### config.mk
export PLATFORM = sky130hd
export DESIGN_NAME = aps_div
export DESIGN_NICKNAME = d
export VERILOG_FILES = /design/src/design/aps_div.sv
export SDC_FILE = /design/constraint.sdc
export NUM_CORES = 1
export LEC_CHECK = 0
export ABC_CLOCK_PERIOD_IN_PS = 6700
export BUFFER_PORTS_ARGS = -buffer_cell sky130_fd_sc_hd__buf_2
export CORE_ASPECT_RATIO = 0.6
export CORE_MARGIN = 3
export CORE_UTILIZATION = 60
export CTS_CLUSTER_SIZE = 28
export DETAILED_ROUTE_END_ITERATION = 16
export PLACE_DENSITY = 0.84
export SLEW_MARGIN = 20
export SYNTH_ARGS = -nofsm -noshare
export SYNTH_HDL_FRONTEND = slang
export SYNTH_SLANG_ARGS = --single-unit
### constraint.sdc
create_clock -name aclk -period 6.7 [get_ports aclk]
set_clock_uncertainty 0.05 [all_clocks]
set_input_delay 0.335 -clock aclk [delete_from_list [all_inputs] [get_ports aclk]]
set_output_delay 0.335 -clock aclk [all_outputs]
set_load 0.05 [all_outputs]
### src/design/aps_div.sv
// ----------------------------------------------------------------------------
// aps_div: restoring divider
// Produces a 31-bit quotient of a 64-bit numerator, one bit per cycle.
// ----------------------------------------------------------------------------
module aps_div (
    input  logic        aclk,
    input  logic        aresetn,
    input  logic        start,
    input  logic [63:0] num,
    input  logic [32:0] den,
    output logic        done,
    output logic [30:0] quot
);

    logic        busy_reg;
    logic        done_reg;
    logic [4:0]  cnt_reg;
    logic [32:0] rem_reg;
    logic [30:0] low_reg;
    logic [30:0] quot_reg;
    logic [33:0] rem_shift;
    logic        fits;

    assign rem_shift = {rem_reg, low_reg[30]};
    assign fits      = rem_shift >= {1'b0, den};
    assign done      = done_reg;
    assign quot      = quot_reg;

    always_ff @(posedge aclk) begin
        if (!aresetn) begin
            busy_reg <= 1'b0;
            done_reg <= 1'b0;
        end else begin
            done_reg <= 1'b0;
            if (start) begin
                busy_reg <= 1'b1;
                cnt_reg  <= 5'd30;
                rem_reg  <= num[63:31];
                low_reg  <= num[30:0];
                quot_reg <= '0;
            end else if (busy_reg) begin
                rem_reg  <= fits ? 33'(rem_shift - {1'b0, den}) : rem_shift[32:0];
                low_reg  <= {low_reg[29:0], 1'b0};
                quot_reg <= {quot_reg[29:0], fits};
                if (cnt_reg == 5'd0) begin
                    busy_reg <= 1'b0;
                    done_reg <= 1'b1;
                end else begin
                    cnt_reg <= cnt_reg - 5'd1;
                end
            end
        end
    end

endmodule

# == After elaboration in Yosys (flattened, before gate mapping) ==
# Index checks and enable logic that the tools add are counted.
# op_classes
add_sub_neg,2
mul,0
div_mod_pow,0
magnitude_cmp,1
eq_ne,1
shifts,0
n_mux,12
bitwise_logic,2
n_reduce_logical,5
# ops
cell,count
2-to-1 mux 33 bit,3
2-to-1 mux 31 bit,3
>= comparator 34 x 33 -> 1 bit,1
subtractor 33 bit,1
2-to-1 mux 5 bit,2
zero test 5 bit,1
subtractor 5 x 1 -> 5 bit (second input constant),1
2-to-1 mux 1 bit,4
AND reduction 3 bit,1
OR reduction 3 bit,1
inequality test 2 bit (second input constant),1
NOT 1 bit,2
AND reduction 2 bit,1
nonzero test 2 bit,1
# word_totals
regBits,102
latch_bits,0
ram_bits,0
mem_bits_ro,0
input_bits,100
out_inout_bits,32
wordCells,29
memories,0

# == Depth between registers and ports, before layout ==
# logic_depth
depth_word,4
depth_mapped,15
depth_no_buf,13

# == Least setup slack after synthesis ==
# No wires, ideal clock.
# synth_path
path_type,input-to-reg
start,input start
end,"register cnt_reg[0], enable pin"
setup_ps,375
arrival_time_ps,3231
t_required_ps,6275
setup_slack_ps,3045
cell_stages,3
path_buffers,1
path_cell_list,buf_6 -> o21a_1 -> a21boi_0
# synth_between
elab_chain_cells,2
word_cells_on_any_way,3
cone_classes,1 x eq/ne; 2 x reduce/logical
# synth_lines
element,line,text
from (decl),8,"input logic start,"
inequality test 2 bit (no source line) / nonzero test 2 bit (equally long branches),-,
AND reduction 3 bit (no source line) (*),-,
to (signal assigned),49,cnt_reg <= cnt_reg - 5'd1;
to (decl),17,logic [4:0] cnt_reg;
# Every way passes the cells marked *; elsewhere a longest branch is shown, timed or not.
# A chain may end at the register's enable or synchronous reset.

# == Worst setup path in the final report ==
# layout_path
start,register low_reg[30]
end,"register rem_reg[25], data pin"
# layout_between
elab_chain_cells,4
word_cells_on_any_way,5
cone_classes,1 x add/sub; 1 x order compare; 3 x mux
# layout_lines
element,line,text
from (decl),19,logic [30:0] low_reg;
from (signal assigned),39,low_reg <= num[30:0];
from (signal assigned),43,"low_reg <= {low_reg[29:0], 1'b0};"
subtractor 33 bit / >= comparator 34 x 33 -> 1 bit (equally long branches),"42, 25",
2-to-1 mux 33 bit (*),42,"rem_reg <= fits ? 33'(rem_shift - {1'b0, den}) : rem_shift[32:0];"
2-to-1 mux 33 bit (*),41,end else if (busy_reg) begin
2-to-1 mux 33 bit (*),35,if (start) begin
to (signal assigned),38,rem_reg <= num[63:31];
to (signal assigned),42,
to (decl),18,logic [32:0] rem_reg;
# Every way passes the cells marked *; elsewhere a longest branch is shown, timed or not. The select of a mux whose other input is x is not followed.

==> metrics.md <==
| Metric | Value |
|---|---|
| Total GRT Usage | 27.8% |
| Row count | 28 |
| Net switching power | 0.596 mW |
| Reg2reg path depth | 13 |
| DRT iter0 DRCs | 508 |
| Root Buffer | clkbuf_16 |
| Gr ovfl total | 0 |
| DRC viols | 0 |
| Period utilization | 57.4% |
| Area contributors post-synth | edfxtp_1 (46%), ha_1 (6.7%), mux2_2 (5.4%) |
| Synth area leader | edfxtp_1 |
| Core Footprint | 10200 sq um |
| Vias | 5437 |
| Cts hold-fix bufs | 0 |
| Fin cells | 859 |
| Wl on met1 | 7.54 mm |
| Internal power | 1.23 mW |
| Crit Path Class | register to register |
| Antenna viol nets, final | 0 |
| Final WL | 17.0 mm |
| Area after DPL | 7220 sq um |
| Die Span X | 141 um |
| TritonCTS Buffers | 9 |
| Yosys warning count | 0 |
| Pwr per Cell Area | 243 nW/um^2 |
| CTS Sinks | 102 |
| Metal2 WL | 7.25 mm |
| CTS tree | done |
| Detail Placement HPWL | 12.0 mm |
| Yosys reg bits | 102 |
| Min Hold Slack | 0.227 ns |
| Top_reg_cell synth | edfxtp_1 |
| Buffers & Inverters on Critical Path | 2 |
| Critical Path RT | 6.72 ns |
| Hold WC Path Type | input port to register |
| Initial antenna violation count | 0 |
| Max-slew headroom | 23.0% |
| Syn Inst Count | 606 |
| Vias in the first global route | 5185 |
| Post_cts resized | 0 |
| Sequential element share of the synthesized area | 46.7% |
| Dpl cells | 843 |
| Fraction of layout instances using a drive strength above 1 | 27.1% |
| Syn Std Cell Area | 6510 sq um |
| Crit path depth | 13 |
| Fmax | 260 MHz |
| Final Wtd Congestion | 0.934 |
| Metal3 WL | 1.96 mm |
| Final setup viols | 0 |
| Fin. Hold Viols | 0 |
| Starting density of the core | 63.9% |
| CP Data Arrival Time | 3.87 ns |
| Wire per inst | 19.8 um |
| Sw Share | 32.7% |
| Fin area | 7510 sq um |
| Pwr Total | 1.82 mW |
| Min cycle time layout | 3.85 ns |
| Cell family with most CP delay | compound AO/OA/AOI/OAI gates |
| Reg clk slew, reported paths | 0.08 ns |
| Die Ht | 86.7 um |
| Post-synth EDFFs | 100 |
| DR vias/cell | 6.33 |
| CTS H-tree depth | 3 |
| Post-CTS setup buffers | 0 |
| Worst Setup Start Kind | register |
| Crit-path slowest cell | o21ba_1 |
| VDD IR max | 145 uV |
| IO buf count | 131 |
| Critical path endpoint category | register |
| CP cell instances | inv_1 -> ha_1 -> inv_1 -> fa_1 -> a21o_1 -> a221oi_2 -> o21ai_2 -> a41oi_4 -> o21ba_2 -> a21oi_2 -> o21ba_1 -> o2111ai_1 -> o311ai_1 |
| Yosys top cell area share | 46.1% |
| Ys async rst share | 0% |
| Slew at the pin closest to its max-slew limit | 1.16 ns |
| Clock power frac | 28.4% |
| Pin count of the biggest net entering global routing | 61 |
| Max Buffers Root-to-Sink | 2 |
| Outcome | complete, no violations |
| Synth unique cells | 68 |
| Antenna diodes | 0 |
| Slew Limit Fails | 0 |
| RSZ-0062 raised after global routing | no |
| Global-route wire length before repair | 26.7 mm |
| Fin Setup TNS | 0 ns |
| Highest Signal Layer | met4 |
| Part of the power in registers | 43.2% |
| Max Cap Viol | 0 |
| Reg-to-reg setup timing slack | 2.85 ns |
| I/O pin cnt | 132 |
| Mapped Avg Cell Area | 10.8 sq um |
| Die Area | 12200 sq um |
| Max reg flops | 33 |
| CP max stage delay | 0.57 ns |
| Final net count | 855 |
| Pre-antenna DRT Iters | 5 |
| Cell with the most instances on the worst path | inv_1 |
| Crit path max fanout | 27 |
| Clk_lat worst skew | 0.35 ns |
| Area delta synth->final | 15.3% |
| Post-Syn Nets | 742 |
| Static Leakage | 3.12 nW |
| Combinational share of power | 28.4% |
| Hold Crit Depth | 2 |
## placed cells by master, fill, tap and decap left out, types with 22 or more instances in the layout
cell type	n
a31oi_1	24
edfxtp_1	100
a2bb2oi_1	22
inv_1	45
buf_2	130
nor2b_1	31
nor2_1	28
ha_1	35
mux2_2	31
o21ai_0	28
nand2_1	30
a21oi_1	35
## per-layer routing
metal	up-vias	GRT usage (%)
met2	341	41.4
met1	2556	41.3
li1	2517	-
met3	23	6.56
met4	0	7.39
met5	-	0
## cells by family after synthesis
family	synth area share, %
xor+xnor	3.90
flops	46.7
buf+inv	5.13
simple gates	11.2
compound gates	20.4
mux	5.67
fa+ha+maj	7.03
## final timing paths
path,end,start
hold reg to reg,done,busy_reg
setup reg to reg,rem_reg[25],low_reg[30]
hold / removal,low_reg[0],num[0]
setup / recovery,rem_reg[25],low_reg[30]
## worst register-to-register path, stage by stage (launching register included)
cell and delay, ns:
edfxtp_1 0.39, inv_1 0.07, ha_1 0.16, inv_1 0.05, fa_1 0.40, a21o_1 0.23, a221oi_2 0.32, o21ai_2 0.16
a41oi_4 0.34, o21ba_2 0.23, a21oi_2 0.08, o21ba_1 0.57, o2111ai_1 0.37, o311ai_1 0.14
## power groups by stage
stage	logic (mW)	registers, mW	clock network, mW
2_1_floorplan	0.340	0.835	0
3_3_place_gp	0.486	0.798	0
3_5_place_dp	0.502	0.800	0
4_1_cts	0.508	0.787	0.522
5_1_grt	0.563	0.792	0.551
6_report	0.518	0.788	0.519
## through the flow
| step | worst slack, ns | util [%] |
|---|---|---|
| floorplan | 3.04 | - |
| global placement | 3.04 | 70.9 |
| detailed placement | 2.94 | 70.9 |
| CTS | 2.91 | 73.7 |
| global route | 2.63 | 73.7 |
| finish | 2.85 | 73.7 |
## area by class of cell
type / instances / area [sq um]
inverter: 46 / 173
tap: 135 / 169
multi-input combinational: 425 / 3150
clock inverter: 7 / 63.8
timing repair buffer: 135 / 688
fill: 726 / 2680
sequential: 102 / 3040
clock buffer: 9 / 225
## synthesized netlist by cell type (all sizes together), types with 3 or more instances
| master | number |
|---|---|
| nor4 | 7 |
| o21ai | 36 |
| ha | 35 |
| buf | 10 |
| o311ai | 3 |
| xor2 | 9 |
| nand2b | 4 |
| a31oi | 26 |
| inv | 45 |
| o21bai | 6 |
| a2bb2oi | 22 |
| nand2 | 30 |
| o21a | 4 |
| nand3 | 9 |
| nor2b | 31 |
| xnor2 | 20 |
| a211oi | 4 |
| a21oi | 38 |
| a21boi | 4 |
| and3 | 4 |
| o211ai | 5 |
| mux2 | 31 |
| and4 | 7 |
| nor3 | 4 |
| a221o | 6 |
| nor2 | 28 |
| edfxtp | 100 |
| clkbuf | 23 |
| a21o | 15 |
| nand4 | 6 |
Note: power is estimated with default switching activity, not from simulation.
