$ cat src/design/aps_sqrt.sv
// ----------------------------------------------------------------------------
// aps_sqrt: digit-by-digit square root
// Floor square root of a 72-bit value, one root bit per cycle.
// ----------------------------------------------------------------------------
module aps_sqrt (
    input  logic        aclk,
    input  logic        aresetn,
    input  logic        start,
    input  logic [71:0] radicand,
    output logic        done,
    output logic [35:0] root
);

    logic        busy_reg;
    logic        done_reg;
    logic [5:0]  cnt_reg;
    logic [71:0] rad_reg;
    logic [37:0] rem_reg;
    logic [35:0] root_reg;
    logic [38:0] rem_shift;
    logic [38:0] trial;
    logic        fits;

    assign rem_shift = {rem_reg[36:0], rad_reg[71:70]};
    assign trial     = {1'b0, root_reg, 2'b01};
    assign fits      = rem_shift >= trial;
    assign done      = done_reg;
    assign root      = root_reg;

    always_ff @(posedge aclk) begin
        if (!aresetn) begin
            busy_reg <= 1'b0;
            done_reg <= 1'b0;
        end else begin
            done_reg <= 1'b0;
            if (start) begin
                busy_reg <= 1'b1;
                cnt_reg  <= 6'd35;
                rad_reg  <= radicand;
                rem_reg  <= '0;
                root_reg <= '0;
            end else if (busy_reg) begin
                rad_reg  <= {rad_reg[69:0], 2'b00};
                rem_reg  <= fits ? 38'(rem_shift - trial) : rem_shift[37:0];
                root_reg <= {root_reg[34:0], fits};
                if (cnt_reg == 6'd0) begin
                    busy_reg <= 1'b0;
                    done_reg <= 1'b1;
                end else begin
                    cnt_reg <= cnt_reg - 6'd1;
                end
            end
        end
    end

endmodule

$ cat config.mk
export PLATFORM = sky130hd
export DESIGN_NAME = aps_sqrt
export DESIGN_NICKNAME = d
export VERILOG_FILES = /design/src/design/aps_sqrt.sv
export SDC_FILE = /design/constraint.sdc
export NUM_CORES = 1
export LEC_CHECK = 0
export BUFFER_PORTS_ARGS = -buffer_cell sky130_fd_sc_hd__buf_2
export CORE_MARGIN = 1
export CORE_UTILIZATION = 65
export CTS_BUF_LIST = sky130_fd_sc_hd__clkbuf_8
export DETAILED_ROUTE_END_ITERATION = 8
export PLACE_DENSITY = 0.87
export SETUP_SLACK_MARGIN = 0.02
export SYNTH_ARGS = -nofsm -noshare
export SYNTH_HDL_FRONTEND = slang
export SYNTH_SLANG_ARGS = --single-unit
$ cat constraint.sdc
create_clock -name aclk -period 9.3 [get_ports aclk]
set_input_delay 1.86 -clock aclk [delete_from_list [all_inputs] [get_ports aclk]]
set_output_delay 1.86 -clock aclk [all_outputs]
set_load 0.05 [all_outputs]
# Yosys cells after proc, flatten, opt, wreduce, memory -nomap -nowiden
# Index checks and enable logic that the tools add are counted.
# W data, S select, Z words.
# totals
register_bits	153
latch_bits	0
mem_bits_rw	0
romBits	0
input_bits	75
out_inout_bits	37
word_cells	28
n_memories	0
# classes
n_addsub	2
n_mul	0
div	0
magnitude_cmp	1
eq_ne	1
shift	0
n_mux	11
n_bitwise	2
n_reduce_logical	5
# ops
cell	n
$mux W72	2
$mux W37	2
$ge A39 B38 Y1	1
$sub A37 B37 Y37	1
$mux W36	1
$mux W6	2
$logic_not A6 Y1	1
$sub A6 B1 Y6 const B	1
$mux W1	4
$reduce_and A3 Y1	1
$reduce_or A3 Y1	1
$ne A2 B2 Y1 const B	1
$not A1 Y1	2
$reduce_and A2 Y1	1
$reduce_bool A2 Y1	1

# Longest topological paths before layout
# Gate-level depths: netlist (run 1).
# logic_depth
word_depth	4
ltp_mapped	12
depth_no_buf	11

# Worst setup path before layout (run 1)
# Ideal clock, no wire load.
# synth_timing
path_kind	input port to flip-flop
startpoint	input port start
endpoint	register cnt_reg[0], enable pin
setup_time_ps	355
arrival_time_ps	5988
required_time_ps	8945
slack_ps	2957
path_stages	3
n_path_buf	1
cell_sequence	clkbuf_1 > o21a_1 > nor2b_1
# synth_via
elab_chain_cells	2
word_cells_on_any_way	3
cone_classes	eq/ne (1); reduce/logical (2)
# synth_lines
element	line_no	source
from (decl)	8	input logic start,
$ne A2 B2 Y1 (no source line) / $reduce_bool A2 Y1 (equally long branches)	n/a	
$reduce_and A3 Y1 (no source line) *	n/a	
to (signal assigned)	50	cnt_reg <= cnt_reg - 6'd1;
to (decl)	16	logic [5:0] cnt_reg;
# Mark *: on every way between the ends. The rest lies on a longest branch, timed or not.
# A chain may end at the register's enable or synchronous reset.

# Final worst setup path (run 1)
# layout_timing
startpoint	input port start
endpoint	register cnt_reg[2], enable pin
# The elaborated chain is that of the path after synthesis.

==> results of run 1 <==
-- layer usage --
metal | up-vias | GRT usage
met4 | 0 | 0.108
met5 | - | 0
li1 | 3055 | -
met3 | 39 | 0.0685
met1 | 3074 | 0.341
met2 | 228 | 0.459
-- cells by family (layout without fill, tap and decap cells) --
kind of cell               after synthesis  count (layout)  share of synthesized area
xor gates and xnor gates                28              28                     0.0275
AOI/OAI and AO/OA                      152             152                      0.121
buffers and inverters                   85             196                     0.0482
adders and majority gates               40              40                     0.0561
DFF                                    153             153                      0.512
muxes                                   96              96                      0.118
and+or+nand+nor                        218             218                      0.117
-- worst paths after layout --
kind	slack, ns	end	from
setup / recovery	4.95	cnt_reg[2]	start
setup reg to reg	5.36	rem_reg[10]	rem_reg[8]
hold / removal	0.50	done	busy_reg
hold reg to reg	0.50	done	busy_reg
-- power groups by stage --
stage / Combinational (mW) / Clock (mW) / Sequential (mW)
after floorplan: 0.351 / 0 / 0.895
after global placement: 0.449 / 0 / 0.863
after detailed placement: 0.466 / 0 / 0.866
after CTS: 0.471 / 0.532 / 0.851
after global routing: 0.519 / 0.559 / 0.856
final: 0.476 / 0.524 / 0.851
-- final cells by class --
type,instances,share of cell area
clock inverter,15,0.0181
clock buffer,17,0.0236
timing repair buffer,115,0.0593
inverter,49,0.0186
tap,176,0.0222
sequential,153,0.462
multi-input combinational,534,0.397
-- placed cells by master, fill, tap and decap left out, types with 6 or more instances in the layout --
| cell type | n |
|---|---|
| a211oi_1 | 7 |
| a21o_1 | 17 |
| a21oi_1 | 44 |
| buf_2 | 110 |
| clkbuf_8 | 17 |
| edfxtp_1 | 151 |
| ha_1 | 40 |
| inv_1 | 49 |
| mux2_2 | 70 |
| mux2i_1 | 25 |
| nand2_1 | 39 |
| nand2b_1 | 8 |
| nand3_1 | 12 |
| nand4_1 | 10 |
| nor2_1 | 96 |
| nor2b_1 | 8 |
| nor3_1 | 11 |
| o21ai_0 | 21 |
| o311ai_0 | 7 |
| o31ai_1 | 6 |
| xnor2_1 | 22 |
| xor2_1 | 6 |
-- cells in the mapped netlist, drive strengths merged, types with 8 or more instances --
library cell	instances
edfxtp	151
nor2	97
mux2	71
inv	49
a21oi	45
ha	40
nand2	40
mux2i	25
o21ai	23
xnor2	22
a21o	19
clkbuf	19
buf	17
nand3	12
nor3	11
nand4	10
a211oi	9
nand2b	8
nor2b	8
o31ai	8
-- metrics by stage --
stage	hold slack (ns)	worst slack (ns)
floorplan	0.454	2.96
global placement	0.503	4.61
detailed placement	0.507	4.46
CTS	0.507	4.94
global route	0.528	4.78
finish	0.499	4.95
==> results.cfg, run 1 <==
[outcome]
outcome = finished, final reports clean

[pwr]
swShare = 0.329
p_clk_frac = 0.283
p_leak_nw = 4.03
seqPwrFrac = 0.460
internal_power_mw = 1.24
comb_power_share = 0.257
p_per_area_mw_per_mm2 = 187
vdd_ir_drop_max_mv = 0.127
total_power_mw = 1.85
p_sw_mw = 0.609

[worst_setup_path]
critical-path-max-stage-delay_ns = 0.72
crit_family = buffers and inverters
crit_fanout = 80
crit_chain = buf_4, o21a_4, buf_4, nor2b_1
crit_path_end_kind = register
crit_arrival_ns = 4.46
crit_path_frequent_cell = buf_4
crit_buf_inv = 2
required_ns = 9.41
crit_type = input port to register
slowest_stage = buf_4
critPathLaunchType = input port
reg2reg_depth = 10
cp.depth = 4

[cts]
cts_inserted_buffers = 17
cts_tree = built
clock_latency_ns = 0.48
cts-root-buf = clkbuf_8
cts_max_level = 4
path_clk_slew_ns = 0.11
post-cts-setup-buffer-count = 0
cts_resized = 0
cts_hold_buf = 0
clkSinkCount = 153
clk_path_buf_depth = 2

[placement]
dpl_cell_area_mm2 = 0.00950
globalplace.congestion = 0.936
dp_hpwl_um = 12900
post-place-cells = 1027
io_buffers = 111

[synth]
avgSynthCellArea_um2 = 11.6
async_flop_share = 0
syn-instance-count = 772
synth-seq-cells = 153
yosysTopAreaCell = edfxtp_1
yosysWarnings = 0
synth_edf_count = 151
synth_cell_types = 71
ys.flop_type = edfxtp_1
synth.top_cell.area_share = 0.508
syn_area_mm2 = 0.00893
netlist_top_cells_area = edfxtp_1 (51%), mux2_2 (8.8%), ha_1 (5.6%)
yosysSeqAreaShare = 0.512
synth_fp_nets = 887

[cells_and_area]
fillers = 872
utilization = 0.745
drive_gt1_frac = 0.271
area_delta_synth_final_pct = 11.0
finalNonFillerCells = 1059
seqCellArea_mm2 = 0.00457
post-route-cell-area_mm2 = 0.00991
n_antenna_cell = 0
largest_reg_flops = 72
final_nets = 985
multiInputGateArea_mm2 = 0.00393

[drt]
drt_iter0_drc = 560
wl_met1_um = 7780
dr_wl_met3_um = 1120
wl_met2_um = 9220
routed_wl_um = 18600
antenna_left = 0
vias = 6396
drt_pass1_iterations = 5
routedWlPerCell_um = 17.6
via_per_inst = 6.04
highest_layer = met4
drcViolationCount = 0

[timing]
slew_headroom = 0.403
setup_viol = 0
fmax_mhz = 230
worstMarginPinSlew_ns = 0.896
timing.final.max_slew_violations = 0
fin_setup_tns_ns = 0
post-route-min-period_ns = 4.35
rsz0062_at_grt = false
fin_crit_sh = 0.468
hold_viol_final = 0
skew_ns = 0.0193

[global_routing]
grt_overflow_total = 0
grt_pass1_vias = 6259
globalRouteTotalUtil = 0.274
antenna_found_initial = 0
grt_max_degree = 81
grt_pass1_wl_um = 30300

[floorplanning]
rows = 42
core_region_area_mm2 = 0.0133
start_util = 0.672
die_width_um = 119
dieArea_mm2 = 0.0142
die_y_um = 119
io_pins = 112

[run]
drv_cap = 0

[min_path]
worstHoldPathType = register to register
hold_depth = 1
Note: power is estimated with default switching activity, not from simulation.
==> run 2, diff against run 1 <==
--- a/config.mk
+++ b/config.mk
@@ -7,10 +7,10 @@
 export LEC_CHECK = 0
 export BUFFER_PORTS_ARGS = -buffer_cell sky130_fd_sc_hd__buf_2
 export CORE_MARGIN = 1
-export CORE_UTILIZATION = 65
+export CORE_UTILIZATION = 55
 export CTS_BUF_LIST = sky130_fd_sc_hd__clkbuf_8
 export DETAILED_ROUTE_END_ITERATION = 8
-export PLACE_DENSITY = 0.87
+export PLACE_DENSITY = 0.78
 export SETUP_SLACK_MARGIN = 0.02
 export SYNTH_ARGS = -nofsm -noshare
 export SYNTH_HDL_FRONTEND = slang
==> constraint.sdc (replaced) <==
create_clock -name aclk -period 3.7 [get_ports aclk]
set_input_delay 0.74 -clock aclk [delete_from_list [all_inputs] [get_ports aclk]]
set_output_delay 0.74 -clock aclk [all_outputs]
set_load 0.05 [all_outputs]
==> results.cfg, run 2 (synthesis results as in run 1) <==
[drt]
via_per_inst = 5.72
routedWlPerCell_um = 16.6
wl_met1_um = 8090
antenna_left = 0
wl_met2_um = 8680
drt_pass1_iterations = 6
vias = 6387
dr_wl_met3_um = 1360
drt_iter0_drc = 416
drcViolationCount = 0
highest_layer = met4
routed_wl_um = 18500

[cts]
clock_latency_ns = 0.47
cts-root-buf = clkbuf_8
clkSinkCount = 153
cts_hold_buf = 0
path_clk_slew_ns = 0.09
cts_inserted_buffers = 17
cts_max_level = 4
clk_path_buf_depth = 2
cts_resized = 0
cts_tree = built
post-cts-setup-buffer-count = 0

[floorplanning]
die_y_um = 129
start_util = 0.562
io_pins = 112
core_region_area_mm2 = 0.0159
dieArea_mm2 = 0.0167
die_width_um = 129
rows = 46

[timing]
layout_setup_ws_ns = 0.402
timing.final.max_slew_violations = 0
slew_headroom = 0.321
fin_setup_tns_ns = 0
fin_crit_sh = 0.891
skew_ns = 0.0113
timing.hold.ws_ns = 0.497
fmax_mhz = 303
post-route-min-period_ns = 3.30
setup_viol = 0
rsz0062_at_grt = false
hold_viol_final = 0
worstMarginPinSlew_ns = 1.01

[worst_setup_path]
slowest_stage = nand4b_1
crit_family = compound AO/OA/AOI/OAI gates
cp-endpoint = rem_reg[19]
critical-path-max-stage-delay_ns = 0.55
rr_endpoint = rem_reg[19]
critPathLaunchType = register
reg2reg_depth = 10
r2r-start = rem_reg[33]
required_ns = 3.90
cp.depth = 10
crit_path_end_kind = register
cp-startpoint = rem_reg[33]
regToRegSetupSlack_ns = 0.40
crit_chain = ha_1, nand4b_1, inv_1, nand2_1, o31ai_2, a21oi_2, o31ai_4, buf_12, mux2i_1, nor2_1
crit_fanout = 13
crit_type = register to register
crit_arrival_ns = 3.50
crit_buf_inv = 2

[pwr]
vdd_ir_drop_max_mv = 0.287
p_leak_nw = 4.15
internal_power_mw = 3.33
p_per_area_mw_per_mm2 = 471
comb_power_share = 0.261
p_sw_mw = 1.46
seqPwrFrac = 0.445
p_clk_frac = 0.294
swShare = 0.305

[cells_and_area]
final_nets = 1003
drive_gt1_frac = 0.282
n_antenna_cell = 0
largest_reg_flops = 72
final_common_cell = edfxtp_1
mostFrequentLayoutCells = edfxtp_1 (151), buf_2 (110), nor2_1 (96), mux2_2 (70), inv_1 (49)
utilization = 0.640
area_delta_synth_final_pct = 13.9

[run]
drv_cap = 0

[placement]
globalplace.congestion = 0.898
dp_hpwl_um = 13000
io_buffers = 111
dp_slack_ns = 0.168

[global_routing]
grt_overflow_total = 0
grt_pass1_vias = 6327
grt_max_degree = 98
globalRouteTotalUtil = 0.234
antenna_found_initial = 0
grt_pass1_wl_um = 30000

[outcome]
outcome = finished, final reports clean

[min_path]
hold_depth = 1
worstHoldPathType = register to register
==> run 2: cell count changes in the layout (fill, tap and decap cells not counted), moves of 2 or more <==
| cell | change |
|---|---|
| bufinv_16 | +3 |
| clkinv_1 | +3 |
| buf_12 | +4 |
| buf_4 | +13 |
| clkinv_2 | +2 |
| clkinv_4 | -2 |
| clkinv_8 | -2 |
| inv_8 | -4 |
==> run 2: per-stage QoR <==
| stage | instance area (µm²) | power [mW] | std cells |
|---|---|---|---|
| detailed placement | 9730 | 3.40 | 1084 |
| finish | 10200 | 4.79 | 1117 |
| CTS | 10200 | 4.81 | 1116 |
| global route | 10200 | 5.01 | 1117 |
| global placement | 9730 | 3.38 | 1084 |
| floorplan | 8940 | 3.12 | 772 |
==> run 2: metal layers <==
| metal | global-route usage | vias up |
|---|---|---|
| li1 | - | 3102 |
| met1 | 0.283 | 3036 |
| met2 | 0.388 | 214 |
| met3 | 0.0784 | 35 |
| met4 | 0.0869 | 0 |
| met5 | 0 | - |
==> run 2: power groups by stage <==
| stage | registers, mW | clock network [mW] | logic, mW |
|---|---|---|---|
| final | 2.13 | 1.41 | 1.25 |
| after global routing | 2.15 | 1.49 | 1.37 |
| after CTS | 2.13 | 1.43 | 1.24 |
| after detailed placement | 2.17 | 0 | 1.23 |
| after global placement | 2.17 | 0 | 1.21 |
| after floorplan | 2.24 | 0 | 0.883 |
==> run 2: final cells by class <==
class / count / area, µm²
clock buffers: 17 / 234
fillers: 1304 / 5720
inverters: 49 / 184
multi-input cells: 535 / 3940
flip-flops and latches: 153 / 4570
well taps: 216 / 270
clock inverters: 15 / 196
repair buffers: 132 / 766
==> run 2: worst min-delay path by stage <==
stage	startpoint	to	slack [ns]
floorplan	busy_reg	done	0.47
global placement	busy_reg	done	0.48
detailed placement	busy_reg	done	0.49
CTS	busy_reg	done	0.50
global route	busy_reg	done	0.52
finish	busy_reg	done	0.50
