## src/design/aps_pkg.sv

```systemverilog
// ----------------------------------------------------------------------------
// aps_pkg: shared types and constants
// Register map, reset values and field widths of the slant-path stepper.
// ----------------------------------------------------------------------------
package aps_pkg;

    localparam int AddrW = 5;
    localparam int DataW = 32;
    localparam int SineW = 31;

    localparam logic [2:0] REG_EARTH_RADIUS = 3'd0;
    localparam logic [2:0] REG_TOP_ALT      = 3'd1;
    localparam logic [2:0] REG_CUTOFF_ALT   = 3'd2;
    localparam logic [2:0] REG_STEP_LENGTH  = 3'd3;
    localparam logic [2:0] REG_VIEW_SINE    = 3'd4;

    localparam logic [31:0]      RST_EARTH_RADIUS = 32'd417529856;
    localparam logic [31:0]      RST_TOP_ALT      = 32'd4259840;
    localparam logic [31:0]      RST_CUTOFF_ALT   = 32'd4259840;
    localparam logic [31:0]      RST_STEP_LENGTH  = 32'd65536;
    localparam logic [SineW-1:0] RST_VIEW_SINE    = '0;

    localparam logic [30:0] ONE_Q30 = 31'h4000_0000;

    typedef struct packed {
        logic [31:0]      earth_radius;
        logic [31:0]      top_altitude;
        logic [31:0]      cutoff_altitude;
        logic [31:0]      step_length;
        logic [SineW-1:0] view_sine;
    } cfg_t;

    typedef struct packed {
        logic start;
        logic done;
    } unit_ctl_t;

endpackage

```

## src/design/aps_regs.sv

```systemverilog
// ----------------------------------------------------------------------------
// aps_regs: configuration registers
// Register file behind the APB-style port.
// ----------------------------------------------------------------------------
module aps_regs (
    input  logic                     aclk,
    input  logic                     aresetn,
    input  logic                     psel,
    input  logic                     penable,
    input  logic                     pwrite,
    input  logic [aps_pkg::AddrW-1:0] paddr,
    input  logic [aps_pkg::DataW-1:0] pwdata,
    output logic [aps_pkg::DataW-1:0] prdata,
    output aps_pkg::cfg_t            cfg
);

    aps_pkg::cfg_t cfg_reg;
    logic [2:0]    idx;
    logic          wr_en;

    assign idx   = paddr[4:2];
    assign wr_en = psel && penable && pwrite;
    assign cfg   = cfg_reg;

    always_ff @(posedge aclk) begin
        if (!aresetn) begin
            cfg_reg.earth_radius    <= aps_pkg::RST_EARTH_RADIUS;
            cfg_reg.top_altitude    <= aps_pkg::RST_TOP_ALT;
            cfg_reg.cutoff_altitude <= aps_pkg::RST_CUTOFF_ALT;
            cfg_reg.step_length     <= aps_pkg::RST_STEP_LENGTH;
            cfg_reg.view_sine       <= aps_pkg::RST_VIEW_SINE;
        end else if (wr_en) begin
            case (idx)
                aps_pkg::REG_EARTH_RADIUS: cfg_reg.earth_radius    <= pwdata;
                aps_pkg::REG_TOP_ALT:      cfg_reg.top_altitude    <= pwdata;
                aps_pkg::REG_CUTOFF_ALT:   cfg_reg.cutoff_altitude <= pwdata;
                aps_pkg::REG_STEP_LENGTH:  cfg_reg.step_length     <= pwdata;
                aps_pkg::REG_VIEW_SINE:    cfg_reg.view_sine       <= pwdata[aps_pkg::SineW-1:0];
                default: ;
            endcase
        end
    end

    always_comb begin
        case (idx)
            aps_pkg::REG_EARTH_RADIUS: prdata = cfg_reg.earth_radius;
            aps_pkg::REG_TOP_ALT:      prdata = cfg_reg.top_altitude;
            aps_pkg::REG_CUTOFF_ALT:   prdata = cfg_reg.cutoff_altitude;
            aps_pkg::REG_STEP_LENGTH:  prdata = cfg_reg.step_length;
            aps_pkg::REG_VIEW_SINE:    prdata = {1'b0, cfg_reg.view_sine};
            default:                   prdata = '0;
        endcase
    end

endmodule

```

## config.mk

```make
export PLATFORM = sky130hd
export DESIGN_NAME = aps_regs
export DESIGN_NICKNAME = d
export VERILOG_FILES = /design/src/design/aps_pkg.sv /design/src/design/aps_regs.sv
export SDC_FILE = /design/constraint.sdc
export NUM_CORES = 1
export LEC_CHECK = 0
export BUFFER_PORTS_ARGS = -buffer_cell sky130_fd_sc_hd__clkbuf_2
export CAP_MARGIN = 20
export CORE_ASPECT_RATIO = 0.5
export CORE_MARGIN = 2
export CORE_UTILIZATION = 42
export CTS_BUF_LIST = sky130_fd_sc_hd__clkbuf_2 sky130_fd_sc_hd__clkbuf_4 sky130_fd_sc_hd__clkbuf_8
export CTS_CLUSTER_SIZE = 40
export DETAILED_ROUTE_END_ITERATION = 10
export GPL_TIMING_DRIVEN = 0
export PLACE_DENSITY = 0.71
export SLEW_MARGIN = 20
export SYNTH_ARGS = -nofsm -noshare
export SYNTH_HDL_FRONTEND = slang
export SYNTH_SLANG_ARGS = --single-unit
```

## constraint.sdc

```tcl
create_clock -name aclk -period 1 [get_ports aclk]
set_input_delay 0.05 -clock aclk [delete_from_list [all_inputs] [get_ports aclk]]
set_output_delay 0.05 -clock aclk [all_outputs]
set_load 0.01 [all_outputs]
```

After elaboration in Yosys (flattened, before gate mapping)
Index checks and enable logic that the tools add are counted.
{"block": "totals", "reg_bits": 159, "output_inout_bits": 191, "elab_cells": 18}
{"block": "classes", "n_eq_ne": 4, "muxes": 1, "n_reduce_logical": 8}
{"op": "32-bit one-hot mux with 5 select lines", "n": 1}
{"op": "2-bit AND reduction", "n": 5}
{"op": "3-bit by 2-bit equality test with 1-bit output, second input constant", "n": 2}
{"op": "3-bit by 1-bit equality test with 1-bit output, second input constant", "n": 1}
{"op": "3-bit equality test, second input constant", "n": 1}
{"op": "3-bit logical NOT", "n": 1}
{"op": "1-bit logical AND", "n": 2}

Logic depth before layout (Yosys ltp)
Gate-level depths: netlist (run 1).
{"block": "logic_depth", "depth_word": 3, "depth_mapped": 6}

Least setup slack after synthesis (run 1)
Ideal clock, no wire load.
{"block": "synth_path", "kind": "input port to flip-flop", "start": "input paddr[4] in the netlist's numbering", "end": "register cfg_reg (netlist bit cfg[32])", "setup_time_ps": 122, "arrival_time_ps": 970, "required_ps": 878, "slack_ps": -91, "cell_stages": 6, "n_path_buf": 3, "path_cell_list": "buf_2 -> and4b_1 -> buf_4 -> nand3_4 -> buf_6 -> mux2i_1"}
{"block": "synth_via", "elab_chain_cells": 2}
{"item": "start, declared", "line_no": "aps_regs.sv:11", "rtl": "input logic [aps_pkg::AddrW-1:0] paddr,"}
{"item": "3-bit by 2-bit equality test with 1-bit output", "line_no": "aps_regs.sv:33", "rtl": "case (idx)"}
{"item": "2-bit AND reduction (no source line)"}
{"item": "end, declared", "line_no": "aps_regs.sv:17", "rtl": "aps_pkg::cfg_t cfg_reg;"}
No other way between the ends.
A chain may end at the register's enable or synchronous reset.

Final worst setup path (run 1)
{"block": "layout_path", "start": "register cfg_reg (netlist bit cfg[62])", "end": "output prdata[31] in the netlist's numbering"}
{"block": "layout_via", "elab_chain_cells": 1}
{"item": "32-bit one-hot mux with 5 select lines", "line_no": "aps_regs.sv:45", "rtl": "case (idx)"}
{"item": "end, declared", "line_no": "aps_regs.sv:13", "rtl": "output logic [aps_pkg::DataW-1:0] prdata,"}
No other way between the ends.

==> results of run 1 <==
==> final cells by class <==
class	instances	area share
multi-input combinational	492	0.3322
sequential	159	0.2947
timing repair buffer	353	0.2716
buffer	63	0.03626
tap	227	0.02443
clock buffer	19	0.02249
clock inverter	13	0.01539
inverter	9	0.002905
==> logic make-up (layout without fill, tap and decap cells) <==
family,count (synthesis),after routing
simple gates,204,204
mux,182,182
flops,159,159
compound gates,106,106
buf+inv,72,457
==> through the flow <==
step	std cells	cell area, sq um	total power (uW)	worst slack [ns]	setup TNS [ns]
2_1_floorplan	723	7234	7151	-0.06193	-1.844
3_3_place_gp	1178	8660	7570	-0.6832	-55.99
3_5_place_dp	1178	8660	7593	-0.7335	-61.80
4_1_cts	1297	10500	12950	-0.5642	-19.70
5_1_grt	1335	11630	13430	-0.6060	-24.15
6_report	1335	11630	13100	-0.5649	-20.18
==> layer usage <==
metal | up-vias | wire length (um) | global-route usage
li1 | 3294 | - | -
met4 | 0 | 987 | 0.1336
met2 | 370 | 13650 | 0.4932
met1 | 3752 | 11840 | 0.3436
met3 | 97 | 1798 | 0.06331
met5 | - | 0 | 0
==> repair_timing <==
item | CTS | global route
gates resized for setup | 264 | 329
endpoints found under the setup margin | 186 | 192
endpoints found under the hold margin | 158 | 2
pin swaps | 26 | 16
setup buffers | 55 | 57
==> worst paths after layout <==
check / startpoint / to / cells after the start
worst min register to register: cfg[114]$_SDFFE_PN0P_ / cfg[114]$_SDFFE_PN0P_ / 2
worst min-delay path: paddr[3] / cfg[158]$_SDFFE_PN0P_ / 3
worst max register to register: cfg[61]$_SDFFE_PN0P_ / cfg[61]$_SDFFE_PN0P_ / 5
worst max-delay path: cfg[62]$_SDFFE_PN0P_ / prdata[31] / 3
==> where the power goes <==
part           leakage (uW)  switching, uW  total (uW)  internal, uW
clock network      0.000213           2700        5370          2670
logic               0.00370            825        1340           519
registers           0.00136           49.5        6380          6330
==> worst max-delay path: cells and delay by family (launching register included) <==
family                 cells  cell delay (ns)
muxes                      1             0.47
buffers and inverters      1             0.11
DFF                        1             0.34
and+or+nand+nor            1             0.15
==> cells in the mapped netlist, drive strengths merged <==
cell type and n:
mux2i 151, nand2b 2, nor2b 6, mux4 1, nand2 180, o21ai 4
o311ai 1, and4b 1, dfxtp 159, o2bb2ai 1, inv 9, o22ai 30
a22oi 60, clkbuf 27, o211ai 9, mux2 30, nor2 2, nand4 1
buf 36, o21a 1, nand3 8, nand4b 1, nor3 2, or2 1
==> results.sh, run 1 <==
export IMPL_die_area_sq_um=17860
export IMPL_setup_worst_path_start_class="flip-flop"
export IMPL_seq_area_sq_um=3427
export IMPL_yosysTopAreaCellShare=0.4525
export IMPL_slew_violations=0
export IMPL_max_slew_margin=0.3710
export IMPL_netlist_area_sq_um=7034
export IMPL_clockRootBuffer="clkbuf_8"
export IMPL_syn_avg_cell_area_sq_um=9.729
export IMPL_min_path_type="in2reg"
export IMPL_routed_wl_mm=28.28
export IMPL_synthCells=723
export IMPL_hpwl_mm=17.63
export IMPL_num_vias=7513
export IMPL_yosysSeqAreaShare=0.4525
export IMPL_ys_ff_latch=159
export IMPL_via_per_inst=5.628
export IMPL_die_x_um=187.0
export IMPL_dr_pass1_iters=6
export IMPL_routedWlPerCell_um=21.18
export IMPL_final_cell_mix="179 x buf_6, 179 x nand2_1, 151 x mux2i_1"
export IMPL_power_density_nw_per_um2=1126
export IMPL_numPortBuffers=228
export IMPL_numCtsBuffers=17
export IMPL_worst_slack_ns=-0.5649
export IMPL_drv_cap=0
export IMPL_ys_warn_count=0
export IMPL_failed_checks="negative hold slack, negative setup slack"
export IMPL_grt_pass1_wl_mm=38.80
export IMPL_cp_cell_sequence="mux4_2, nor2b_4, buf_6"
export IMPL_num_fill_cells=1128
export IMPL_period_minus_slack_ns=1.565
export IMPL_largest_reg_flops=159
export IMPL_antenna_found_initial=0
export IMPL_leakage_uw=0.005266
export IMPL_area_growth_syn_to_layout_pct=65.30
export IMPL_grt_pass1_vias=7180
export IMPL_crit_required_ns=0.95
export IMPL_die_h_um=95.51
export IMPL_cp_slowest_cell="mux4_2"
export IMPL_fmax_mhz=639.0
export IMPL_multi_input_area_sq_um=3862
export IMPL_crit_arrival_ns=1.51
export IMPL_crit_type="reg2out"
export IMPL_synth_adder_area_share=0
export IMPL_synth_top_family_by_area="multiplexers"
export IMPL_ant_nets=0
export IMPL_cp_end_kind="output pin"
export IMPL_final_hold_viol_count=2
export IMPL_yosysTopAreaCell="dfxtp_1"
export IMPL_synth_cell_types=30
export IMPL_synth_compound_area_frac=0.1067
export IMPL_synth_mux_area_frac=0.2661
export IMPL_grt_max_degree=17
export IMPL_ioPinCount=233
export IMPL_ctsHoldBuffers=32
export IMPL_cts_tree="done"
export IMPL_worst_slew_pin_slew_ns=0.9436
export IMPL_rows=33
export IMPL_cts_sinks=159
export IMPL_finalSetupViolations=91
export IMPL_diodes=0
export IMPL_clk_pin_slew_ns=0.09
export IMPL_core_area_sq_um=16390
export IMPL_htree_levels=4
export IMPL_reg2reg_slack_ns=0.04
export IMPL_grt_overflow=0
export IMPL_yosys_top_cells_area="dfxtp_1 45%, mux2i_1 21%, nand2_1 9.6%"
export IMPL_synth_nets=765
export IMPL_drc=0
export IMPL_rsz0062_at_grt="true"
export IMPL_skew_ns=0
export IMPL_clock_latency_ns=0.45
export IMPL_finalCoreUtilization=0.7093
export IMPL_globalplace_congestion=0.8702
export IMPL_synthSimpleGateAreaFrac=0.1224
export IMPL_holdWs_ns=-0.03412
export IMPL_grt_use_total=0.2847
export IMPL_post_route_period_util=1.565
export IMPL_start_util=0.4291
export IMPL_crit_fanout=2
export IMPL_status="complete, but fails checks"
export IMPL_synth_xor_xnor_area_share=0
export IMPL_irDropWorstVdd_v=0.0009302
export IMPL_fin_nets=1137
export IMPL_drive_above_1_share=0.5821
export IMPL_cts_buffer_depth=2
export IMPL_drt_iter0_drc=633
export IMPL_cpPeakStageDelay_ns=0.47
Power figures use the tool's default switching activity.
==> run 2, diff against run 1 <==
Settings changed: CORE_UTILIZATION 42 to 47, GPL_TIMING_DRIVEN 0 to default, PLACE_DENSITY 0.71 to 0.78.
==> run 2 against run 1 <==
  * The flow finishes with violations (negative setup slack)
  * Sequential share of layout area decreased by 0.57 points
  * Utilization increased by 10 points
  * Cell area increased by 1.5%
  * Cell count decreased by 2.6%
  * Largest power group unchanged
  * Hold slack improved by 0.13 ns
  * Flip-flop and latch count unchanged
  * Fmax decreased by 1.9%
  * Combinational power increased by 5%
  * Die area decreased by 10%
==> results.sh, run 2 (same netlist as run 1, synthesis figures left out) <==
export IMPL_die_area_sq_um=16020
export IMPL_hpwl_mm=15.66
export IMPL_routedWlPerCell_um=22.92
export IMPL_r2r_start="cfg[79]$_SDFFE_PN1P_"
export IMPL_r2r_cells=4
export IMPL_start_util=0.4836
export IMPL_min_path_cells=4
export IMPL_fmax_mhz=626.6
export IMPL_grt_max_degree=57
export IMPL_ioPinCount=233
export IMPL_final_cell_mix="179 x nand2_1, 169 x buf_6, 151 x mux2i_1"
export IMPL_cts_tree="done"
export IMPL_clockRootBuffer="clkbuf_8"
export IMPL_max_slew_margin=0.6876
export IMPL_setup_worst_path_start_class="flip-flop"
export IMPL_clk_pin_slew_ns=0.10
export IMPL_min_from="aresetn"
export IMPL_num_fill_cells=782
export IMPL_diodes=0
export IMPL_min_path_type="in2reg"
export IMPL_num_vias=7688
export IMPL_irDropWorstVdd_v=0.0007927
export IMPL_reg2reg_slack_ns=0.01
export IMPL_largest_reg_flops=159
export IMPL_period_minus_slack_ns=1.596
export IMPL_numPortBuffers=230
export IMPL_grt_pass1_vias=7356
export IMPL_cp_startpoint="cfg[90]$_SDFFE_PN0P_"
export IMPL_slew_violations=0
export IMPL_crit_fanout=2
export IMPL_crit_type="reg2out"
export IMPL_grt_busiest_layer="met2"
export IMPL_failed_checks="negative setup slack"
export IMPL_fin_setup_tns_ns=-21.03
export IMPL_drive_above_1_share=0.5998
export IMPL_grt_overflow=0
export IMPL_rows=31
export IMPL_worst_slew_pin_slew_ns=0.4686
export IMPL_layout_commonest_cell="nand2_1"
export IMPL_htree_levels=4
export IMPL_leakage_uw=0.005357
export IMPL_use_met3=0.04545
export IMPL_area_growth_syn_to_layout_pct=67.70
export IMPL_grt_use_total=0.3049
export IMPL_ant_nets=0
export IMPL_dr_pass1_iters=5
export IMPL_clock_latency_ns=0.45
export IMPL_grtUsageMet2=0.5311
export IMPL_die_x_um=177.0
export IMPL_skew_ns=0
export IMPL_post_route_period_util=1.596
export IMPL_endpoint="prdata[27]"
export IMPL_cts_sinks=159
export IMPL_status="complete, but fails checks"
export IMPL_rsz0062_at_grt="true"
export IMPL_power_total_uw=13000
export IMPL_numCtsBuffers=17
export IMPL_grt_pass1_wl_mm=38.63
export IMPL_cp_end_kind="output pin"
export IMPL_globalplace_congestion=0.8369
export IMPL_via_per_inst=5.914
export IMPL_drc=0
export IMPL_cts_buffer_depth=2
export IMPL_fin_nets=1131
export IMPL_finalSetupViolations=127
export IMPL_crit_required_ns=0.95
export IMPL_crit_arrival_ns=1.55
export IMPL_final_hold_viol_count=0
export IMPL_r2r_end="cfg[79]$_SDFFE_PN1P_"
export IMPL_drv_cap=0
export IMPL_power_density_nw_per_um2=1102
export IMPL_use_met1=0.3683
export IMPL_pre_cts_slack_ns=-0.3253
export IMPL_antenna_found_initial=0
export IMPL_drt_iter0_drc=573
export IMPL_routed_wl_mm=29.80
export IMPL_core_area_sq_um=14550
export IMPL_die_h_um=90.51
export IMPL_worst_slack_ns=-0.5960
[run 2: cell types whose count changed in the layout (fill, tap and decap cells not counted), sizes merged]
cell / previous run / this run
clkinvlp: 3 / 2
bufinv: 3 / 2
buf: 274 / 275
clkbuf: 129 / 120
inv: 13 / 17
[run 2: power breakdown]
group,leakage (uW),switching (uW),internal [uW]
registers,0.00135,48.1,6350
logic,0.00380,806,607
clock network,0.000202,2880,2310
[run 2: how the worst min path moves through the flow]
stage                                       end
after global routing      cfg[138]$_SDFFE_PN0P_
after floorplan            cfg[16]$_SDFFE_PN0P_
after CTS                  cfg[79]$_SDFFE_PN1P_
after global placement    cfg[150]$_SDFFE_PN1P_
after detailed placement  cfg[150]$_SDFFE_PN1P_
final                     cfg[138]$_SDFFE_PN0P_
[run 2: cell type report]
cell class	instances	area, sq um	area share
Multi-Input combinational cell	492	3851	0.3265
Timing Repair Buffer	410	3847	0.3262
Sequential cell	159	3410	0.2890
Tap cell	198	247.7	0.02100
Clock buffer	17	234.0	0.01983
Clock inverter	15	172.7	0.01464
Inverter	9	33.78	0.002864
[run 2: repair_timing]
item | 4_1_cts | 5_1_grt
buffers inserted | 7 | 56
pin swaps | 24 | 12
endpoints found under the hold margin | 158 | 0
gates resized for setup | 279 | 287
endpoints found under the setup margin | 187 | 188
hold buffers | 32 | 0
[run 2: stage by stage]
step | util | hold slack [ns] | std cells | area (sq um)
2_1_floorplan | - | 0.1921 | 723 | 7234
3_3_place_gp | 0.6438 | 0.3113 | 1206 | 9364
3_5_place_dp | 0.6438 | 0.3202 | 1206 | 9364
6_report | 0.8110 | 0.09987 | 1300 | 11800
5_1_grt | 0.8110 | 0.09204 | 1300 | 11800
4_1_cts | 0.7487 | 0.04687 | 1273 | 10890
[run 2: metal layers]
layer / share of wire / routed length (um) / vias to the layer above
met5: 0 / 0 / -
met4: 0.059 / 1763 / 0
met3: 0.077 / 2291 / 169
met2: 0.49 / 14560 / 509
met1: 0.38 / 11180 / 3722
li1: - / - / 3288
[run 2: worst max-delay path, stage by stage, from the launching register on]
cell      delay, ns
dfxtp_2        0.34
mux2_4         0.28
a22oi_2        0.17
o22ai_1        0.14
clkbuf_2       0.17
==> run 3, diff against run 2 <==
Settings changed: CORE_UTILIZATION 47 to 56, PLACE_DENSITY 0.78 to 0.87.
Clock period 1 ns to 1.86 ns, I/O delays scaled along.
==> run 3 against run 2 <==
  * The flow now finishes without violations
  * Clock skew unchanged
  * Combinational power decreased by 61%
  * Total power decreased by 48%
  * Largest cell class unchanged
  * Highest routed layer unchanged
==> results.sh, run 3 (same netlist as run 1, synthesis figures left out) <==
export IMPL_layout_commonest_cell="clkbuf_2"
export IMPL_clockRootBuffer="clkbuf_8"
export IMPL_routed_wl_mm=21.41
export IMPL_globalplace_congestion=0.8408
export IMPL_cts_sinks=159
export IMPL_ioPinCount=233
export IMPL_clock_latency_ns=0.42
export IMPL_drt_iter0_drc=538
export IMPL_grt_pass1_wl_mm=33.67
export IMPL_p_sw_frac=0.2457
export IMPL_core_area_sq_um=12020
export IMPL_finalSetupViolations=0
export IMPL_grt_use_total=0.3097
export IMPL_cts_buffer_depth=2
export IMPL_rsz0062_at_grt="false"
export IMPL_crit_fanout=3
export IMPL_clkPwrFrac=0.415
export IMPL_routedWlPerCell_um=18.90
export IMPL_crit_required_ns=1.77
export IMPL_num_fill_cells=841
export IMPL_setup_worst_path_start_class="flip-flop"
export IMPL_antenna_found_initial=0
export IMPL_htree_levels=4
export IMPL_drv_cap=0
export IMPL_drive_above_1_share=0.3492
export IMPL_max_slew_margin=0.7415
export IMPL_fin_setup_tns_ns=0
export IMPL_cp_end_kind="output pin"
export IMPL_post_route_period_util=0.8451
export IMPL_final_hold_viol_count=0
export IMPL_hpwl_mm=14.78
export IMPL_grt_overflow=0
export IMPL_cp_slowest_cell="mux4_2"
export IMPL_num_vias=6619
export IMPL_period_minus_slack_ns=1.572
export IMPL_min_path_type="in2reg"
export IMPL_final_cells=1133
export IMPL_die_area_sq_um=13530
export IMPL_crit_type="reg2out"
export IMPL_start_util=0.5854
export IMPL_cp_cell_sequence="mux4_2, nor2b_1, clkbuf_2"
export IMPL_p_int_uw=5146
export IMPL_slew_violations=0
export IMPL_die_h_um=83.25
export IMPL_cpPeakStageDelay_ns=0.44
export IMPL_cts_repair_resized=0
export IMPL_drc=0
export IMPL_placed_cells=1090
export IMPL_crit_arrival_ns=1.48
export IMPL_irDropWorstVdd_v=0.0005526
export IMPL_power_density_nw_per_um2=759.3
export IMPL_dr_pass1_iters=5
export IMPL_numCtsBuffers=17
export IMPL_worst_slew_pin_slew_ns=0.3877
export IMPL_final_cell_mix="228 x clkbuf_2, 179 x nand2_1, 159 x dfxtp_1"
export IMPL_grt_pass1_vias=6545
export IMPL_fmax_mhz=636.2
export IMPL_fin_nets=997
export IMPL_clk_pin_slew_ns=0.09
export IMPL_leakage_uw=0.004211
export IMPL_power_total_uw=6823
export IMPL_diodes=0
export IMPL_rows=28
export IMPL_switchingPower_uw=1677
export IMPL_area_growth_syn_to_layout_pct=27.75
export IMPL_sequentialPowerShare=0.506
export IMPL_skew_ns=0
export IMPL_p_comb_frac=0.080
export IMPL_die_x_um=162.5
export IMPL_via_per_inst=5.842
export IMPL_ant_nets=0
export IMPL_largest_reg_flops=159
export IMPL_cts_tree="done"
export IMPL_grt_max_degree=46
export IMPL_status="complete, no violations"
export IMPL_numPortBuffers=230
==> run 3: power by group through the flow <==
stage | logic (uW) | clock network (uW) | registers (uW)
6_report | 544 | 2830 | 3450
5_1_grt | 577 | 3000 | 3450
4_1_cts | 532 | 2840 | 3450
3_5_place_dp | 512 | 0 | 3530
3_3_place_gp | 498 | 0 | 3530
2_1_floorplan | 284 | 0 | 3540
==> run 3: per-layer routing <==
layer,track usage,part of all wire,up-vias
li1,-,-,3020
met1,0.3893,0.42,3204
met2,0.5126,0.48,324
met3,0.06294,0.066,71
met4,0.1456,0.034,0
met5,0,0,-
==> run 3: layout make-up <==
| cell class | instances | area [sq um] | area share |
|---|---|---|---|
| Clock inverter | 13 | 186.4 | 0.02075 |
| Inverter | 9 | 33.78 | 0.003759 |
| Timing Repair Buffer | 276 | 1602 | 0.1782 |
| Tap cell | 165 | 206.4 | 0.02297 |
| Multi-Input combinational cell | 492 | 3520 | 0.3917 |
| Clock buffer | 19 | 255.2 | 0.02840 |
| Sequential cell | 159 | 3183 | 0.3542 |
==> run 3: worst max-delay path: cells and delay by family, from the launching register on <==
| family | cells | cell delay, ns |
|---|---|---|
| muxes | 1 | 0.44 |
| DFF | 1 | 0.34 |
| and+or+nand+nor | 1 | 0.14 |
| buffers and inverters | 1 | 0.14 |
==> run 3: repair_timing <==
action | in CTS | in global routing
buffers inserted | 0 | 0
hold buffers | 11 | 0
hold endpoints to repair | 28 | 0
==> run 3: path summary, 6_finish.rpt <==
| kind | start | end | slack, ns | depth (start not counted) |
|---|---|---|---|---|
| min reg2reg | cfg[22]$_SDFFE_PN0P_ | cfg[22]$_SDFFE_PN0P_ | 0.48 | 2 |
| max | cfg[126]$_SDFFE_PN0P_ | prdata[31] | 0.29 | 3 |
| min | pwdata[6] | cfg[101]$_SDFFE_PN0P_ | 0.01 | 3 |
| max reg2reg | cfg[142]$_SDFFE_PN0P_ | cfg[142]$_SDFFE_PN0P_ | 1.12 | 2 |
==> run 3: per-stage QoR <==
stage | hold slack (ns) | cell area [sq um] | utilization | setup slack (ns)
2_1_floorplan | 0.2351 | 7034 | - | 0.6877
3_3_place_gp | 0.3624 | 8434 | 0.7019 | 0.4249
3_5_place_dp | 0.3737 | 8434 | 0.7019 | 0.3727
4_1_cts | 0.0007098 | 8986 | 0.7478 | 0.2766
5_1_grt | 0.01854 | 8986 | 0.7478 | 0.1763
6_report | 0.01281 | 8986 | 0.7478 | 0.2881
